File: src/rtl/core/cllm_pkg.sv
// Shared types and constants for the circular linked list manager.
// No dependencies.
package cllm_pkg;

    localparam int POOL_ENTRIES = 256;
    localparam int HW = 8;
    localparam int AW = $clog2(POOL_ENTRIES);
    localparam int QDEPTH = 2;

    typedef enum logic [2:0] {
        OP_PEEK = 3'd0, OP_PUSH_L = 3'd1, OP_PUSH_R = 3'd2, OP_POP_L = 3'd3,
        OP_POP_R = 3'd4, OP_INS_A = 3'd5, OP_INS_B = 3'd6, OP_REMOVE = 3'd7
    } t_op;

    localparam logic [1:0] ST_OK = 2'd0;
    localparam logic [1:0] ST_EMPTY = 2'd1;
    localparam logic [1:0] ST_MISUSE = 2'd2;

    // classified command handed from front to back
    typedef enum logic [2:0] {
        K_NOP, K_PUSH, K_POP, K_INSERT, K_REMOVE
    } t_kind;

    typedef struct packed {
        t_kind       kind;
        logic        left;     // push left / insert before / pop left
        logic [HW-1:0] node;
        logic [HW-1:0] key;
        logic        use_key;
    } t_cmd;

    typedef enum logic [2:0] {
        S_IDLE, S_RD, S_WAIT, S_WR1, S_WR2, S_DONE
    } t_state;

endpackage

File: src/rtl/core/cllm_back.sv
// Back end: link memories, linked flags, head/tail and the update sequencer.
// Depends on cllm_pkg.
module cllm_back import cllm_pkg::*; (
    input  logic       i_clk,
    input  logic       i_rst_n,
    input  logic       i_cmd_valid,
    output logic       o_cmd_ready,
    input  t_cmd       i_cmd,
    output logic       o_valid,
    input  logic       i_ready,
    // {empty, last, first, taken_valid, taken, status} from the top bit down
    output logic [27:0] o_data
);
    logic [HW-1:0] r_fwd [POOL_ENTRIES];
    logic [HW-1:0] r_bwd [POOL_ENTRIES];
    logic [POOL_ENTRIES-1:0] r_lnk;
    logic [HW-1:0] r_head, r_tail;
    logic r_empty;

    t_state r_st, n_st;
    t_cmd r_c;
    logic [HW-1:0] r_tgt;                // node unlinked by pop/remove
    logic [HW-1:0] r_fa, r_ba;           // forward/backward link read data
    logic [AW-1:0] r_ra;                 // read address
    logic [1:0] r_status;
    logic r_tv;
    logic [HW-1:0] r_taken;
    logic r_ov;
    logic [27:0] r_od;

    // write port controls
    logic w_fwe, w_bwe;
    logic [AW-1:0] w_fa, w_ba;
    logic [HW-1:0] w_fd, w_bd;

    logic w_node_in, w_key_in, w_node_lnk, w_key_lnk;
    assign w_node_in = ({{(32-HW){1'b0}}, r_c.node} < 32'(POOL_ENTRIES));
    assign w_key_in = ({{(32-HW){1'b0}}, r_c.key} < 32'(POOL_ENTRIES));
    assign w_node_lnk = w_node_in && r_lnk[r_c.node[AW-1:0]];
    assign w_key_lnk = w_key_in && r_lnk[r_c.key[AW-1:0]];

    assign o_cmd_ready = (r_st == S_IDLE);
    assign o_valid = r_ov;
    assign o_data = r_od;

    // sequence: IDLE takes cmd; RD checks, sets the link read address and links a first
    // push; WAIT gathers the links; WR1/WR2 write neighbor links; DONE registers the result
    logic w_bad, w_single;
    always_comb begin
        w_bad = 1'b0;
        unique case (r_c.kind)
            K_PUSH: w_bad = !w_node_in || w_node_lnk;
            K_INSERT: w_bad = !w_node_in || w_node_lnk || !w_key_lnk;
            K_REMOVE: w_bad = !w_node_lnk;
            K_POP: w_bad = 1'b0;
            default: w_bad = 1'b0;
        endcase
        w_single = (r_fa == r_tgt);
    end

    always_comb begin
        n_st = r_st;
        unique case (r_st)
            S_IDLE: if (i_cmd_valid) n_st = S_RD;
            S_RD: begin
                if (r_c.kind == K_NOP || w_bad || (r_c.kind == K_POP && r_empty))
                    n_st = S_DONE;
                else if (r_c.kind == K_PUSH && r_empty) n_st = S_DONE;
                else n_st = S_WAIT;
            end
            S_WAIT: n_st = S_WR1;
            S_WR1: n_st = S_WR2;
            S_WR2: n_st = S_DONE;
            S_DONE: if (!r_ov || i_ready) n_st = S_IDLE;
            default: n_st = S_IDLE;
        endcase
    end

    // link write controls per state
    always_comb begin
        w_fwe = 1'b0; w_bwe = 1'b0;
        w_fa = r_c.node[AW-1:0]; w_ba = r_c.node[AW-1:0];
        w_fd = r_c.node; w_bd = r_c.node;
        unique case (r_st)
            S_RD: if (r_c.kind == K_PUSH && r_empty && !w_bad) begin
                w_fwe = 1'b1; w_bwe = 1'b1;
            end
            S_WR1: begin
                if (r_c.kind == K_PUSH || r_c.kind == K_INSERT) begin
                    // r_ba = a (predecessor), r_fa = b (successor)
                    w_fwe = 1'b1; w_fa = r_ba[AW-1:0]; w_fd = r_c.node;
                    w_bwe = 1'b1; w_ba = r_fa[AW-1:0]; w_bd = r_c.node;
                end else if (!w_single) begin
                    w_bwe = 1'b1; w_ba = r_fa[AW-1:0]; w_bd = r_ba;
                    w_fwe = 1'b1; w_fa = r_ba[AW-1:0]; w_fd = r_fa;
                end
            end
            S_WR2: begin
                if (r_c.kind == K_PUSH || r_c.kind == K_INSERT) begin
                    w_fwe = 1'b1; w_fd = r_fa;
                    w_bwe = 1'b1; w_bd = r_ba;
                end
            end
            default: ;
        endcase
    end

    always_ff @(posedge i_clk) begin
        if (w_fwe) r_fwd[w_fa] <= w_fd;
        if (w_bwe) r_bwd[w_ba] <= w_bd;
    end

    always_ff @(posedge i_clk) begin
        if (!i_rst_n) begin
            r_st <= S_IDLE;
            r_lnk <= '0;
            r_head <= '0;
            r_tail <= '0;
            r_empty <= 1'b1;
            r_ov <= 1'b0;
        end else begin
            r_st <= n_st;
            if (r_st == S_DONE && (!r_ov || i_ready)) r_ov <= 1'b1;
            else if (r_ov && i_ready) r_ov <= 1'b0;
            unique case (r_st)
                S_IDLE: if (i_cmd_valid) begin
                    r_c <= i_cmd;
                    r_status <= ST_OK;
                    r_tv <= 1'b0;
                    r_taken <= '0;
                end
                S_RD: begin
                    if (w_bad) r_status <= ST_MISUSE;
                    else unique case (r_c.kind)
                        K_PUSH: begin
                            r_ra <= r_tail[AW-1:0];
                            if (r_empty) begin
                                r_lnk[r_c.node[AW-1:0]] <= 1'b1;
                                r_head <= r_c.node; r_tail <= r_c.node;
                                r_empty <= 1'b0;
                            end
                        end
                        K_INSERT: r_ra <= r_c.key[AW-1:0];
                        K_POP: begin
                            if (r_empty) r_status <= ST_EMPTY;
                            else begin
                                r_tgt <= r_c.left ? r_head : r_tail;
                                r_ra <= r_c.left ? r_head[AW-1:0] : r_tail[AW-1:0];
                                r_taken <= r_c.left ? r_head : r_tail;
                                r_tv <= 1'b1;
                            end
                        end
                        K_REMOVE: begin
                            r_tgt <= r_c.node; r_ra <= r_c.node[AW-1:0];
                        end
                        default: ;
                    endcase
                end
                S_WAIT: begin
                    // read links and arrange them as (pred, succ) for link ops
                    if (r_c.kind == K_PUSH) begin
                        r_ba <= r_tail; r_fa <= r_head;
                    end else if (r_c.kind == K_INSERT) begin
                        if (r_c.left) begin
                            r_fa <= r_c.key; r_ba <= r_bwd[r_ra];
                        end else begin
                            r_ba <= r_c.key; r_fa <= r_fwd[r_ra];
                        end
                    end else begin
                        r_fa <= r_fwd[r_ra]; r_ba <= r_bwd[r_ra];
                    end
                end
                S_WR1: begin
                    if (r_c.kind == K_PUSH || r_c.kind == K_INSERT) begin
                        r_lnk[r_c.node[AW-1:0]] <= 1'b1;
                        if (r_c.kind == K_PUSH) begin
                            if (r_c.left) r_head <= r_c.node;
                            else r_tail <= r_c.node;
                        end else if (!r_c.left && r_c.key == r_tail) r_tail <= r_c.node;
                        else if (r_c.left && r_c.key == r_head) r_head <= r_c.node;
                    end else begin
                        r_lnk[r_tgt[AW-1:0]] <= 1'b0;
                        if (w_single) begin
                            r_head <= '0; r_tail <= '0; r_empty <= 1'b1;
                        end else if (r_head == r_tgt) r_head <= r_fa;
                        else if (r_tail == r_tgt) r_tail <= r_ba;
                    end
                end
                S_DONE: if (!r_ov || i_ready) begin
                    r_od <= {r_empty, r_empty ? 8'd0 : r_tail,
                             r_empty ? 8'd0 : r_head, r_tv, r_taken, r_status};
                end
                default: ;
            endcase
        end
    end
endmodule

File: config.mk
export PLATFORM = sky130hd
export DESIGN_NAME = cllm_back
export DESIGN_NICKNAME = d
export VERILOG_FILES = /design/src/rtl/core/cllm_pkg.sv /design/src/rtl/core/cllm_back.sv
export SDC_FILE = /design/constraint.sdc
export NUM_CORES = 2
export LEC_CHECK = 0
export BUFFER_PORTS_ARGS = -buffer_cell sky130_fd_sc_hd__buf_2
export CORE_MARGIN = 4
export CORE_UTILIZATION = 63
export CTS_BUF_LIST = sky130_fd_sc_hd__clkbuf_8 sky130_fd_sc_hd__clkbuf_16
export CTS_CLUSTER_DIAMETER = 150
export DETAILED_ROUTE_END_ITERATION = 10
export GPL_TIMING_DRIVEN = 1
export HOLD_SLACK_MARGIN = 0.06
export PLACE_DENSITY_LB_ADDON = 0.08
export SYNTH_ARGS = -nofsm -noshare
export SYNTH_HDL_FRONTEND = slang
export SYNTH_SLANG_ARGS = --single-unit
File: constraint.sdc
create_clock -name i_clk -period 17.4 [get_ports i_clk]
set_input_delay 4.35 -clock i_clk [delete_from_list [all_inputs] [get_ports i_clk]]
set_output_delay 4.35 -clock i_clk [all_outputs]
set_load 0.02 [all_outputs]
==> key figures <==
Status
  – Status: finished clean

Worst setup path
  – CP Data Arrival Time: 9290 ps
  – Worst reg2reg path endpoint: r_fwd[198][1]
  – WS Path Type: reg -> reg
  – CP endpoint kind: flip-flop
  – CP max stage cell: edfxtp_1
  – Reg-to-reg startpoint: r_c[9]
  – Reg2Reg Depth: 15
  – Crit path top cell by count: buf_4
  – Worst path cell trace: buf_4, buf_4, mux4_2, mux4_2, o22ai_1, nor3_1, a211oi_1, nand2_1, mux2i_1, and3_1, a311oi_4, buf_4, buf_12, buf_4, nor3_1
  – Critical Path RT: 17950 ps
  – Setup crit start kind: flip-flop
  – Crit Path Max Fanout: between 150 and 200
  – Largest stage delay, worst path: approximately 1100 ps
  – R2r setup slk: between 8000 and 9000 ps

Hold path
  – Hold Path Stages: 0
  – Hold Startpoint: r_taken[3]
  – HP Class: reg -> reg
  – Hold Path Sink: o_data[5]

Logic synthesis
  – Synthesized net count: a little under 9k
  – Synth area leader: edfxtp_1
  – FFs w/ async S/R, synth: 0
  – Register area share after synthesis: 0.732
  – List of most frequent post-synthesis cells: edfxtp_1, mux4_2, nor3_1
  – EDFF count, synth: about 4.2k
  – Top area cells in the synthesized netlist: edfxtp_1, mux4_2, dfxtp_1, o221a_2, nor3_1
  – Synthesized area: about 180000 um^2
  – Synth cell types: 61
  – Share of the synthesized area in the top cell type: 0.701
  – Top FF cell, synth: edfxtp_1
  – Avg Synthesized Cell Area: between 20 and 25 um^2
  – Synthesis-stage register bit count: approximately 4.5k
  – Most common cell in the synthesized netlist: edfxtp_1
  – Ys Warns: 0
  – Synth Instances: approximately 8.7k

Pwr
  – P per Cell Area: 113 nW/um^2
  – VDD IR-drop max: 102 uV
  – Leakage power total: 61.6 nW

STA
  – Slew margin rel.: 0.0301
  – Setup ws final: ~8700 ps
  – Worst-margin pin slew: about 1400 ps
  – Final period utilization: 0.503
  – Fin. Hold Viols: 0
  – Final setup fails: 0
  – RSZ-0062 raised after global routing: false
  – Final min period: 8740 ps
  – Setup TNS: 0 ps
  – Slew Viols, Final: 0
  – Fmax: ~0.11 GHz
  – Final Skew: about 37 ps

Global route
  – Total Routing Usage GR: 0.299
  – GRT overflow: 0
  – Vias in the first global route: 91.3k
  – Initial antenna violation count: 17
  – First-pass GRT wire length: between 600000 and 700000 um
  – Largest net degree at the start of global routing: 229

Final layout
  – Nets: just under 9k
  – FF+latch area: between 100000 and 150000 um^2
  – Final std cell area, no fill: 198000 um^2
  – Share of layout cells above drive strength 1: 0.298
  – Fill count: 17.0k
  – Area grow syn2layout: 10.5%
  – Non-filler instance count after layout: between 10k and 15k
  – Multi-input gate area: 45600 um^2

Clocking
  – Post-CTS resize count: 0
  – Root buffer cell: clkbuf_16
  – H-tree depth: 5
  – CTS Buffer Depth: 4
  – Clk_lat worst skew: between 900 and 1000 ps
  – CTS tree: done
  – Num CTS Buffers: roughly 430
  – Cts hold-fix bufs: 0
  – Total setup buffers inserted after CTS: 0
  – Reg clk slew, reported paths: ~60 ps
  – Clock sink count: about 4.5k

Placement
  – Post-Place Worst Slack: 8700 ps
  – Post-DP HPWL: ~250000 um
  – Inst Count DP: 12.2k
  – Gpl congestion: just under 0.9
  – PortBufs: between 50 and 60
  – Placed inst area: 185000 um^2

Die
  – # IOs: 55
  – Initial Utilization: 0.634
  – Die Y-Extent: 542 um
  – Core Box Area: ~280000 um^2
  – # rows: roughly 200
  – Die area: roughly 290000 um^2
  – Die Width: 542 um

Routing
  – Via/cell ratio: just over 7
  – DR DRC count: 0
  – Wire per inst: 33.5 um
  – Met2 wire length: just over 200000 um
  – DRT met1 WL: ~170000 um
  – DR vias: around 92k
  – Drt first pass iters: 9
  – Top sig layer: met5
  – Met3 WL: between 40000 and 50000 um
  – Initial DRC Count: between 10k and 15k
  – Drt total wl: between 400000 and 500000 um
  – Antenna Nets Post-Route: 0

Job
  – Max-Cap Viols: 0
[worst max-delay path by stage]
stage | cells past startpoint | slack, ps | end | from
finish | 15 | 8660 | r_fwd[198][1] | r_c[9]
global route | 15 | 8350 | r_bwd[9][1] | r_c[9]
CTS | 15 | 8660 | r_bwd[9][1] | r_c[9]
detailed placement | 16 | 8700 | r_fwd[200][4] | r_c[9]
global placement | 16 | 8710 | r_fwd[200][4] | r_c[9]
floorplan | 8 | 3580 | r_bwd[0][0] | r_tgt[5]
[metal layers]
metal  vias up  global-route usage
met5         -                   0
met4         2              0.0915
met3       871              0.0644
met2      5604               0.449
met1     48000               0.451
li1      37100                   -
[stage by stage]
step                      hold WS [ps]   util  total power, W
after CTS                          418  0.700          0.0225
after global routing               427  0.701          0.0230
final                              419  0.701          0.0223
after global placement             408  0.652          0.0136
after detailed placement           405  0.652          0.0136
after floorplan                    400      -          0.0132
[cells by family after synthesis]
family,count (synthesis),synth area share
simple gates,1384,0.0347
compound gates,560,0.0274
buf+inv,668,0.0162
xor+xnor,40,0.00195
flops,4472,0.732
mux,1600,0.187
[power breakdown]
group / internal (W) / switching (W) / total, W
Combinational: 0.000445 / 0.000984 / 0.00143
Clock: 0.00501 / 0.00394 / 0.00895
Sequential: 0.0119 / 0.0000335 / 0.0120
[final cells by class]
cell class	instances	area share
sequential	4472	0.663
antenna	9	0.000114
tap	3743	0.0236
inverter	9	0.000170
timing repair buffer	393	0.0151
clock buffer	442	0.0557
clock inverter	344	0.0122
multi-input combinational	3584	0.230
[layout by cell type, fill, tap and decap left out, drive strengths merged, types with 28 or more instances in the layout]
cell type,synthesis,layout
clkbuf,429,448
o21ai,48,48
inv,9,121
dfxtp,285,285
a21oi,69,69
mux4,1402,1402
nor3,533,533
nor2b,33,33
o221a,256,256
bufinv,0,29
o22ai,28,28
a22oi,70,70
edfxtp,4187,4187
buf,230,387
mux2,59,59
nand2b,28,28
xnor2,32,32
nor2,378,378
clkinv,0,188
mux2i,139,139
nand2,330,330
[critical path: cells and delay by family, from the launching register on]
kind / cells / cell delay, ps
buffers and inverters: 5 / 2940
and+or+nand+nor: 4 / 1750
muxes: 3 / 1360
DFF: 1 / 1130
AOI/OAI and AO/OA: 3 / 760
[registers in the layout, summed over array words and instances (netlist names), 20 cells and up, named ones only]
| name | flops |
|---|---|
| r_bwd | 2048 |
| r_fwd | 2048 |
| r_lnk | 256 |
| o_data | 28 |
| r_c | 20 |
Note: power is estimated with default switching activity, not from simulation.
