## src/rtl/core/cllm_pkg.sv

```systemverilog
// Shared types and constants for the circular linked list manager.
// No dependencies.
package cllm_pkg;

    localparam int POOL_ENTRIES = 256;
    localparam int HW = 8;
    localparam int AW = $clog2(POOL_ENTRIES);
    localparam int QDEPTH = 2;

    typedef enum logic [2:0] {
        OP_PEEK = 3'd0, OP_PUSH_L = 3'd1, OP_PUSH_R = 3'd2, OP_POP_L = 3'd3,
        OP_POP_R = 3'd4, OP_INS_A = 3'd5, OP_INS_B = 3'd6, OP_REMOVE = 3'd7
    } t_op;

    localparam logic [1:0] ST_OK = 2'd0;
    localparam logic [1:0] ST_EMPTY = 2'd1;
    localparam logic [1:0] ST_MISUSE = 2'd2;

    // classified command handed from front to back
    typedef enum logic [2:0] {
        K_NOP, K_PUSH, K_POP, K_INSERT, K_REMOVE
    } t_kind;

    typedef struct packed {
        t_kind       kind;
        logic        left;     // push left / insert before / pop left
        logic [HW-1:0] node;
        logic [HW-1:0] key;
        logic        use_key;
    } t_cmd;

    typedef enum logic [2:0] {
        S_IDLE, S_RD, S_WAIT, S_WR1, S_WR2, S_DONE
    } t_state;

endpackage

```

## src/rtl/core/cllm_front.sv

```systemverilog
// Front end: accepts operations and classifies them into commands.
// Depends on cllm_pkg.
module cllm_front import cllm_pkg::*; (
    input  logic       i_clk,
    input  logic       i_rst_n,
    input  logic       i_valid,
    output logic       o_ready,
    input  logic [2:0] i_operation,
    input  logic [HW-1:0] i_node,
    input  logic [HW-1:0] i_key,
    input  logic       i_key_given,
    output logic       o_cmd_valid,
    input  logic       i_cmd_ready,
    output t_cmd       o_cmd
);
    t_cmd r_q [QDEPTH];
    logic r_wp, r_rp;
    logic [1:0] r_cnt;
    t_cmd w_cmd;
    logic w_push, w_pop;

    always_comb begin
        w_cmd.node = i_node;
        w_cmd.key = i_key;
        w_cmd.use_key = 1'b0;
        w_cmd.left = 1'b0;
        w_cmd.kind = K_NOP;
        unique case (t_op'(i_operation))
            OP_PEEK: w_cmd.kind = K_NOP;
            OP_PUSH_L: begin w_cmd.kind = K_PUSH; w_cmd.left = 1'b1; end
            OP_PUSH_R: w_cmd.kind = K_PUSH;
            OP_POP_L: begin w_cmd.kind = K_POP; w_cmd.left = 1'b1; end
            OP_POP_R: w_cmd.kind = K_POP;
            OP_INS_A: begin
                w_cmd.kind = i_key_given ? K_INSERT : K_PUSH;
                w_cmd.use_key = i_key_given;
            end
            OP_INS_B: begin
                w_cmd.kind = i_key_given ? K_INSERT : K_PUSH;
                w_cmd.use_key = i_key_given;
                w_cmd.left = 1'b1;
            end
            OP_REMOVE: w_cmd.kind = K_REMOVE;
            default: w_cmd.kind = K_NOP;
        endcase
    end

    assign o_ready = (r_cnt != 2'(QDEPTH));
    assign o_cmd_valid = (r_cnt != 2'd0);
    assign o_cmd = r_q[r_rp];
    assign w_push = i_valid && o_ready;
    assign w_pop = o_cmd_valid && i_cmd_ready;

    always_ff @(posedge i_clk) begin
        if (w_push) r_q[r_wp] <= w_cmd;
        if (!i_rst_n) begin
            r_wp <= 1'b0;
            r_rp <= 1'b0;
            r_cnt <= 2'd0;
        end else begin
            if (w_push) r_wp <= ~r_wp;
            if (w_pop) r_rp <= ~r_rp;
            r_cnt <= r_cnt + 2'(w_push) - 2'(w_pop);
        end
    end
endmodule

```

## config.mk

```make
export PLATFORM = sky130hd
export DESIGN_NAME = cllm_front
export DESIGN_NICKNAME = d
export VERILOG_FILES = /design/src/rtl/core/cllm_pkg.sv /design/src/rtl/core/cllm_front.sv
export SDC_FILE = /design/constraint.sdc
export NUM_CORES = 1
export LEC_CHECK = 0
export BUFFER_PORTS_ARGS = -buffer_cell sky130_fd_sc_hd__buf_2
export CAP_MARGIN = 40
export CELL_PAD_IN_SITES_DETAIL_PLACEMENT = 0
export CELL_PAD_IN_SITES_GLOBAL_PLACEMENT = 1
export CORE_MARGIN = 3
export CORE_UTILIZATION = 39
export DETAILED_ROUTE_END_ITERATION = 8
export GPL_TIMING_DRIVEN = 1
export PLACE_DENSITY_LB_ADDON = 0.1
export REMOVE_ABC_BUFFERS = 1
export SLEW_MARGIN = 20
export SYNTH_ARGS = -nofsm -noshare
export SYNTH_HDL_FRONTEND = slang
export SYNTH_SLANG_ARGS = --single-unit
export TNS_END_PERCENT = 5
```

## constraint.sdc

```tcl
create_clock -name i_clk -period 1.85 [get_ports i_clk]
set_clock_uncertainty 0.15 [all_clocks]
set_input_delay 0.185 -clock i_clk [delete_from_list [all_inputs] [get_ports i_clk]]
set_output_delay 0.185 -clock i_clk [all_outputs]
set_load 0.03 [all_outputs]
```

==> results_dict.tcl, run 1 <==
set metrics [dict create \
    switching_share_pct 33.1 \
    finalWeightedCongestion 0.701 \
    worstPathArrival_ns 1.80 \
    vias 1065 \
    drive_above_1_share_pct 48.6 \
    drv_cap 0 \
    grt_overflow 0 \
    die_area_um2 5660 \
    holdWs_ns 0.0171 \
    grt_pass1_wl_um 4920 \
    start_util_pct 41.5 \
    crit_path_end_kind "register" \
    cts_tree "built" \
    yosysWarnings 0 \
    antenna_found_initial 0 \
    cts_buffers 5 \
    peakVddDrop_v 0.000418 \
    final_common_cell "buf_2" \
    post-route-drc-count 0 \
    crit_type "reg2reg" \
    placed_cell_area_um2 2190 \
    syn-cell-area_um2 1870 \
    power_frac_seq_pct 46.2 \
    wire_per_inst_um 13.8 \
    p_leak_nw 0.974 \
    slew_headroom_pct 84.9 \
    period_share_pct 95.4 \
    start_kind "register" \
    synthToLayoutAreaGrowth_pct 31.3 \
    fin_crit_ns 1.76 \
    final_area_um2 2460 \
    via_per_inst 4.61 \
    cp.required_ns 1.89 \
    worst_pin_slew_ns 0.224 \
    cts_sinks 47 \
    reg2reg_to "r_cnt[1]$_SDFF_PN0_" \
    outcome "complete, no violations" \
    io_buffers 46 \
    hold_depth 2 \
    syn_inst 105 \
    die_y_um 75.3 \
    dr.pass1.iters 3 \
    dp.cells 207 \
    p_comb_share_pct 35.4 \
    fp.dieW_um 75.3 \
    antenna_left 0 \
    fmax_mhz 567 \
    ys_types 19 \
    clk_pin_slew_ns 0.08 \
    insertion_delay_ns 0.29 \
    p_switching_mw 1.01 \
    crit_path_end "r_cnt[1]$_SDFF_PN0_" \
    hp-class "in2reg" \
    final_cell_mix "buf_2 (46), edfxtp_1 (42), mux2_2 (21)" \
    drt-total-wl_um 3190 \
    syn_area_per_cell_um2 17.8 \
    crit_fanout 4 \
    reg2reg_depth 7 \
    crit_start "r_cnt[1]$_SDFF_PN0_" \
    cts-root-buf "clkbuf_8" \
    yosysSeqAreaShare_pct 72.8 \
    num_rows 24 \
    first_iter_violations 36 \
    finalMaxSlewViolations 0 \
    powerDensity_nw_per_um2 1250 \
    layoutNonFillerInstCount 231 \
    core_area_um2 4500 \
    antenna_cells 0 \
    final_nets 209 \
    post-dp-hpwl_um 2280 \
    r2r_start "r_cnt[1]$_SDFF_PN0_" \
    r2r_setup_slack_ns 0.09 \
    hold_violations 0 \
    io_pins 47 \
    grt_start_max_net_pins 14 \
    rsz0062_at_grt "false" \
    ys_ff_latch 47 \
    power.share.clock_pct 18.4 \
    setup_viol 0 \
    clockBufferDepth 2 \
    power.internal_mw 2.05 \
    grt_pass1_vias 1056 \
    htreeDepth 2 \
    grt_use_total_pct 11.9 \
    timing.setup.tns_ns 0 \
]
## through the flow
step,total power [mW],util (%),setup WS [ns]
after floorplan,2.15,-,-0.449
after global placement,2.45,48.6,0.121
after detailed placement,2.48,48.6,0.0344
after CTS,3.08,54.0,0.0191
after global routing,3.23,54.5,0.00771
final,3.06,54.5,0.0850
## cell usage after synthesis
master,instances,share of area (%)
ha_1,7,4.7
edfxtp_1,42,67
and2_1,4,1.3
and3_1,1,0.33
o21ai_0,1,0.27
mux2_2,21,13
nand2b_1,2,0.67
o21a_2,1,0.47
nor2b_1,2,0.67
dfxtp_1,5,5.4
nor2_1,4,0.80
a21oi_1,1,0.27
nand2_1,3,0.60
mux2i_1,1,0.54
inv_1,3,0.60
buf_6,2,1.2
o21a_1,1,0.40
xnor2_1,3,1.4
or2_2,1,0.33
## cells by family (layout without fill, tap and decap cells)
| logic type | Yosys count | count (layout) | synth area share [%] |
|---|---|---|---|
| AO/OA/AOI/OAI | 4 | 4 | 1.40 |
| XOR/XNOR | 3 | 3 | 1.40 |
| adder cells (fa/ha/maj) | 7 | 7 | 4.68 |
| buffers and inverters | 5 | 79 | 1.81 |
| flip-flops | 47 | 47 | 72.8 |
| multiplexers | 22 | 22 | 13.2 |
| AND/OR/NAND/NOR | 17 | 17 | 4.75 |
## metal layers
metal | global-route usage (%) | part of all wire (%)
met1 | 13.7 | 42
met3 | 4.41 | 5.5
met4 | 3.50 | 0.41
met5 | 0 | 0
met2 | 20.8 | 52
## worst min path at each step
stage                      endpoint  slack [ns]       from
5_1_grt         r_cnt[1]$_SDFF_PN0_        0.04    i_rst_n
2_1_floorplan  r_q[0][10]$_DFFE_PP_        0.13  i_node[1]
4_1_cts         r_cnt[0]$_SDFF_PN0_        0.01    i_rst_n
3_5_place_dp    r_q[1][5]$_DFFE_PP_        0.23   i_key[4]
6_report        r_cnt[1]$_SDFF_PN0_        0.02    i_rst_n
3_3_place_gp   r_q[1][16]$_DFFE_PP_        0.22  i_node[7]
## sequential cells by signal, indices dropped and copies added (netlist names), named ones only
name,flops
r_wp,1
r_cnt,2
r_rp,1
r_q,42
## what timing repair did
action                                  4_1_cts  5_1_grt
gates resized for setup                       1        6
buffers inserted                              0        0
endpoints found under the setup margin       14        2
pin swaps                                     0        0
hold buffers                                 16        0
hold endpoints to repair                     32        0
## power by group through the flow
| stage | Clock, mW | Sequential (mW) | Combinational (mW) |
|---|---|---|---|
| floorplan | 0 | 1.44 | 0.711 |
| global placement | 0 | 1.42 | 1.03 |
| detailed placement | 0 | 1.43 | 1.05 |
| CTS | 0.589 | 1.41 | 1.08 |
| global route | 0.620 | 1.44 | 1.18 |
| finish | 0.563 | 1.42 | 1.09 |
## cell type report
| cell class | count | area (µm²) |
|---|---|---|
| timing repair buffer | 68 | 439 |
| tap | 52 | 65.1 |
| multi-input combinational | 53 | 495 |
| sequential | 47 | 1370 |
| inverter | 3 | 11.3 |
| clock inverter | 2 | 7.51 |
| fill | 390 | 2050 |
| clock buffer | 6 | 72.6 |
## worst max-delay path, stage by stage (launching register included)
cell	delay [ns]
dfxtp_2	0.36
o21a_2	0.24
ha_1	0.28
inv_1	0.04
ha_1	0.19
xnor2_2	0.14
xnor2_1	0.12
and2_1	0.14
Note: power is estimated with default switching activity, not from simulation.
==> run 2, diff against run 1 <==
Settings changed: GPL_ROUTABILITY_DRIVEN set to 0, PLACE_DENSITY set to 0.85, PLACE_DENSITY_LB_ADDON 0.1 to unset.
==> run 2 against run 1 <==
Against the previous run: core utilization decreased by 0.28 points; first-iteration DRC count increased by 58%; clock power decreased by 4.3%; largest cell class unchanged; largest power group unchanged.
==> results_dict.tcl, run 2 (synthesis gave the netlist of run 1 again) <==
set metrics [dict create \
    crit_fanout 4 \
    cts-root-buf "clkbuf_8" \
    antenna_cells 0 \
    drv_cap 0 \
    grt_use_total_pct 12.3 \
    min_from "i_rst_n" \
    fmax_mhz 570 \
    final_area_um2 2440 \
    htreeDepth 2 \
    period_share_pct 94.8 \
    worstPathArrival_ns 1.79 \
    finalMaxSlewViolations 0 \
    io_buffers 46 \
    crit_path_end_kind "register" \
    synthToLayoutAreaGrowth_pct 30.6 \
    vias 1096 \
    worst_pin_slew_ns 0.256 \
    peakVddDrop_v 0.000504 \
    first_iter_violations 57 \
    reg2reg_to "r_cnt[1]$_SDFF_PN0_" \
    clockBufferDepth 2 \
    final_common_cell "buf_2" \
    final_cell_mix "buf_2 (46), edfxtp_1 (42), mux2_2 (21)" \
    p_leak_nw 0.970 \
    crit_path_end "r_cnt[1]$_SDFF_PN0_" \
    grt_start_max_net_pins 14 \
    drive_above_1_share_pct 48.6 \
    grt_pass1_wl_um 4970 \
    outcome "complete, no violations" \
    grt_overflow 0 \
    hp-class "in2reg" \
    crit_start "r_cnt[1]$_SDFF_PN0_" \
    fp.dieW_um 75.3 \
    fin_crit_ns 1.75 \
    r2r_start "r_cnt[1]$_SDFF_PN0_" \
    fill_cells 382 \
    grt_pass1_vias 1132 \
    dr.pass1.iters 4 \
    io_pins 47 \
    drt-total-wl_um 3170 \
    powerDensity_nw_per_um2 1240 \
    clk_pin_slew_ns 0.07 \
    cts_tree "built" \
    layoutNonFillerInstCount 229 \
    dp.cells 207 \
    final_nets 209 \
    post_cts_buffers 0 \
    core_area_um2 4500 \
    r2r_setup_slack_ns 0.1 \
    cp.required_ns 1.89 \
    cts_sinks 47 \
    num_rows 24 \
    antenna_found_initial 0 \
    post-dp-hpwl_um 2230 \
    slew_headroom_pct 82.8 \
    reg2reg_depth 7 \
    rsz0062_at_grt "false" \
    setup_viol 0 \
    cts_buffers 5 \
    post-route-drc-count 0 \
    crit_type "reg2reg" \
    antenna_left 0 \
    wire_per_inst_um 13.8 \
    die_area_um2 5660 \
    largest_register_ffs 42 \
    regMostFlops "r_q" \
    top_regs "r_q x42, r_cnt x2" \
    start_util_pct 41.5 \
    start_kind "register" \
    hold_violations 0 \
    power.total_mw 3.03 \
    holdWs_ns 0.0160 \
    placed_cell_area_um2 2190 \
    insertion_delay_ns 0.29 \
    die_y_um 75.3 \
    via_per_inst 4.79 \
]
[run 2: how the worst min path moves through the flow]
| stage | to | depth (start not counted) |
|---|---|---|
| final | r_cnt[0]$_SDFF_PN0_ | 2 |
| after floorplan | r_q[0][10]$_DFFE_PP_ | 0 |
| after global routing | r_cnt[0]$_SDFF_PN0_ | 2 |
| after global placement | r_q[0][11]$_DFFE_PP_ | 1 |
| after CTS | r_cnt[0]$_SDFF_PN0_ | 2 |
| after detailed placement | r_q[0][9]$_DFFE_PP_ | 1 |
[run 2: final cells by class]
| class | count | area, µm² | share of cell area, % |
|---|---|---|---|
| Sequential cell | 47 | 1360 | 55.8 |
| Tap cell | 52 | 65.1 | 2.66 |
| Clock buffer | 6 | 72.6 | 2.97 |
| Multi-Input combinational cell | 53 | 495 | 20.3 |
| Timing Repair Buffer | 68 | 435 | 17.8 |
| Inverter | 3 | 11.3 | 0.461 |
[run 2: report_power, final]
part           switching (mW)  leakage [nW]  internal, mW
registers              0.0552         0.436          1.35
logic                   0.653         0.496         0.442
clock network           0.287        0.0371         0.252
total                   0.995         0.970          2.04
[run 2: metrics by stage]
| step | utilization, % | worst slack (ns) | setup TNS [ns] |
|---|---|---|---|
| finish | 54.3 | 0.0967 | 0 |
| CTS | 54.0 | 0.0182 | 0 |
| detailed placement | 48.6 | 0.00697 | 0 |
| global route | 54.3 | 0.0182 | 0 |
| global placement | 48.6 | 0.118 | 0 |
| floorplan | - | -0.449 | -9.53 |
[run 2: per-layer routing]
metal | wire length [µm] | track usage, %
met1 | 1320 | 13.3
met4 | 64 | 6.41
met2 | 1600 | 22.0
met5 | 0 | 0
met3 | 181 | 3.20
[run 2: worst max-delay path: stages, from the launching register on]
cell     delay (ns)
dfxtp_2        0.35
o21a_2         0.23
ha_1           0.27
inv_1          0.04
ha_1           0.21
xnor2_2        0.14
xnor2_1        0.12
and2_1         0.15
[run 2: timing repair]
action / in CTS / in global routing
cloned: 0 / 0
endpoints found under the hold margin: 32 / 0
resized for setup: 1 / 4
hold buffers: 16 / 0
endpoints found under the setup margin: 1 / 1
==> run 3, diff against run 2 <==
Settings changed: ABC_AREA set to 1, CORE_UTILIZATION 39 to 46, PLACE_DENSITY 0.85 to 0.93.
Clock period 1.85 ns to 2.2 ns, I/O delays scaled along.
==> run 3 against run 2 <==
Against the previous run: first-iteration DRC count is 7.0% lower; critical path type unchanged; critical path depth is 3 higher; clock-buffer cell count stayed put; sequential power is 15% lower; synthesized cell count is 15% higher; wire length is 6.3% higher; worst setup slack better by 0.33 ns; sequential share of layout area is 2.5 points lower; largest power group unchanged; cell count is 6.1% higher; non-clock buffer count is 2 lower; via count is 6.4% higher.
==> results_dict.tcl, run 3 <==
set metrics [dict create \
    period_share_pct 80.6 \
    switching_share_pct 31.7 \
    layoutNonFillerInstCount 243 \
    yosysTopAreaCellShare_pct 64.4 \
    grt_use_total_pct 13.6 \
    cts_buffers 5 \
    rsz0062_at_grt "false" \
    crit_path_end "r_cnt[1]$_SDFF_PN0_" \
    via_per_inst 4.80 \
    hold_buffers 16 \
    dp_slack_ns 0.470 \
    die_y_um 71.2 \
    core_area_um2 4060 \
    crit_start "r_cnt[0]$_SDFF_PN0_" \
    syn_area_per_cell_um2 16.2 \
    finalMaxSlewViolations 0 \
    final_nets 223 \
    reg2reg_to "r_cnt[1]$_SDFF_PN0_" \
    cts_tree "built" \
    top_regs "r_q x42, r_cnt x2" \
    crit_path_end_kind "register" \
    final_common_cell "buf_2" \
    grt_pass1_wl_um 5190 \
    crit_buf_inv 3 \
    htreeDepth 2 \
    outcome "complete, no violations" \
    cts_sinks 47 \
    p_comb_share_pct 34.8 \
    fp.dieW_um 71.2 \
    io_pins 47 \
    post_cts_buffers 0 \
    r2r_setup_slack_ns 0.43 \
    synth_flop_cell "edfxtp_1" \
    r2r_start "r_cnt[0]$_SDFF_PN0_" \
    insertion_delay_ns 0.29 \
    cp_top_family "adder cells" \
    syn-cell-area_um2 1960 \
    timing.setup.tns_ns 0 \
    first_iter_violations 53 \
    p_switching_uw 921 \
    hp-class "in2reg" \
    p_leak_nw 1.10 \
    worstPathArrival_ns 1.81 \
    yosysSeqAreaShare_pct 69.5 \
    yosysWarnings 0 \
    cts-root-buf "clkbuf_8" \
    critPathSlowestCell "dfxtp_1" \
    synth_edf_count 42 \
    largest_register_ffs 42 \
    clockBufferDepth 2 \
    ys_ff_latch 47 \
    drt-total-wl_um 3370 \
    clk_pin_slew_ns 0.08 \
    synth.most_common_cell "edfxtp_1" \
    grtUsageMet1_pct 14.1 \
    reg2reg_depth 10 \
    die_area_um2 5080 \
    power.internal_mw 1.99 \
    use_met2_pct 24.5 \
    setup_viol 0 \
    grt_overflow 0 \
    slew_headroom_pct 81.4 \
    synthToLayoutAreaGrowth_pct 30.4 \
    vias 1166 \
    antenna_left 0 \
    antenna_cells 0 \
    antenna_found_initial 0 \
    io_buffers 46 \
    final_area_um2 2550 \
    crit_fanout 4 \
    cts_resized 0 \
    ys_types 13 \
    cp.required_ns 2.23 \
    placed_cell_area_um2 2260 \
    wire_per_inst_um 13.9 \
    grt_start_max_net_pins 22 \
    peakVddDrop_v 0.000674 \
    syn_inst 121 \
    dp.cells 219 \
    final_cell_mix "buf_2 (46), edfxtp_1 (42), mux2_4 (20)" \
    cp_cell_sequence "inv_1 -> nand2_1 -> nand2_1 -> ha_1 -> inv_1 -> ha_1 -> inv_1 -> nand2_1 -> a21oi_1 -> nor2_1" \
    hold_violations 0 \
    power.share.clock_pct 24.4 \
    synthTopCellsByArea "edfxtp_1 (64%), mux2_4 (15%), dfxtp_1 (5.1%)" \
    use_met3_pct 5.33 \
    synth_top_cells_by_count "edfxtp_1 (42), mux2_4 (20), nand2_1 (13), inv_1 (12), nor2_1 (12)" \
    crit_type "reg2reg" \
    num_rows 23 \
    fmax_mhz 564 \
    grt_pass1_vias 1193 \
    slowest_delay_ns 0.36 \
    regMostFlops "r_q" \
    power_frac_seq_pct 40.8 \
    drv_cap 0 \
    start_kind "register" \
    start_util_pct 48.3 \
    crit_cells 10 \
    worst_pin_slew_ns 0.279 \
    dr.pass1.iters 5 \
    fin_crit_ns 1.77 \
    setup_ws_ns 0.426 \
    yosys.area.top_type "edfxtp_1" \
    async_reset_ff_share_pct 0 \
    powerDensity_nw_per_um2 1140 \
    drive_above_1_share_pct 40.9 \
    post-dp-hpwl_um 2350 \
    busiest_layer "met2" \
    post-route-drc-count 0 \
    holdWs_ns 0.0196 \
]
run 3: how the worst min path moves through the flow:
stage / start / slack (ns) / end / depth (start not counted)
detailed placement: i_key[1] / 0.26 / r_q[0][2]$_DFFE_PP_ / 1
finish: i_rst_n / 0.02 / r_cnt[0]$_SDFF_PN0_ / 3
global placement: i_node[4] / 0.26 / r_q[0][13]$_DFFE_PP_ / 1
global route: i_rst_n / 0.02 / r_cnt[0]$_SDFF_PN0_ / 3
floorplan: i_rst_n / 0.16 / r_cnt[0]$_SDFF_PN0_ / 2
CTS: i_rst_n / 0.008 / r_cnt[0]$_SDFF_PN0_ / 3
run 3: tightest hold or removal path: cells and delay by family:
family	cells	cell delay (ns)
buf+inv	2	0.16
simple gates	1	0.05
run 3: metal layers:
| metal | share of wire (%) | wire (µm) | vias to the layer above |
|---|---|---|---|
| li1 | - | - | 568 |
| met1 | 40 | 1330 | 539 |
| met2 | 50 | 1680 | 51 |
| met3 | 8.3 | 279 | 8 |
| met4 | 2.1 | 70 | 0 |
| met5 | 0 | 0 | - |
run 3: cell families after synthesis:
family	Yosys count	share of synthesized area, %
adders and majority gates	7	4.47
DFF	47	69.5
and+or+nand+nor	28	5.56
muxes	21	15.9
AOI/OAI and AO/OA	4	1.09
buffers and inverters	14	3.45
run 3: area by class of cell:
class / count / area, µm²
Tap cell: 50 / 62.6
Sequential cell: 47 / 1360
Clock inverter: 2 / 60.1
Multi-Input combinational cell: 60 / 532
Fill cell: 298 / 1500
Timing Repair Buffer: 66 / 420
Inverter: 12 / 45.0
Clock buffer: 6 / 72.6
run 3: power groups by stage:
stage	registers [mW]	logic (mW)	clock network (mW)
after global placement	1.20	0.961	0
after global routing	1.20	1.07	0.764
after floorplan	1.24	0.693	0
after detailed placement	1.21	0.992	0
final	1.19	1.01	0.710
after CTS	1.19	1.02	0.728
run 3: through the flow:
step | power, mW | utilization [%]
CTS | 2.93 | 62.9
finish | 2.91 | 62.9
floorplan | 1.94 | -
global placement | 2.16 | 55.7
global route | 3.04 | 62.9
detailed placement | 2.20 | 55.7
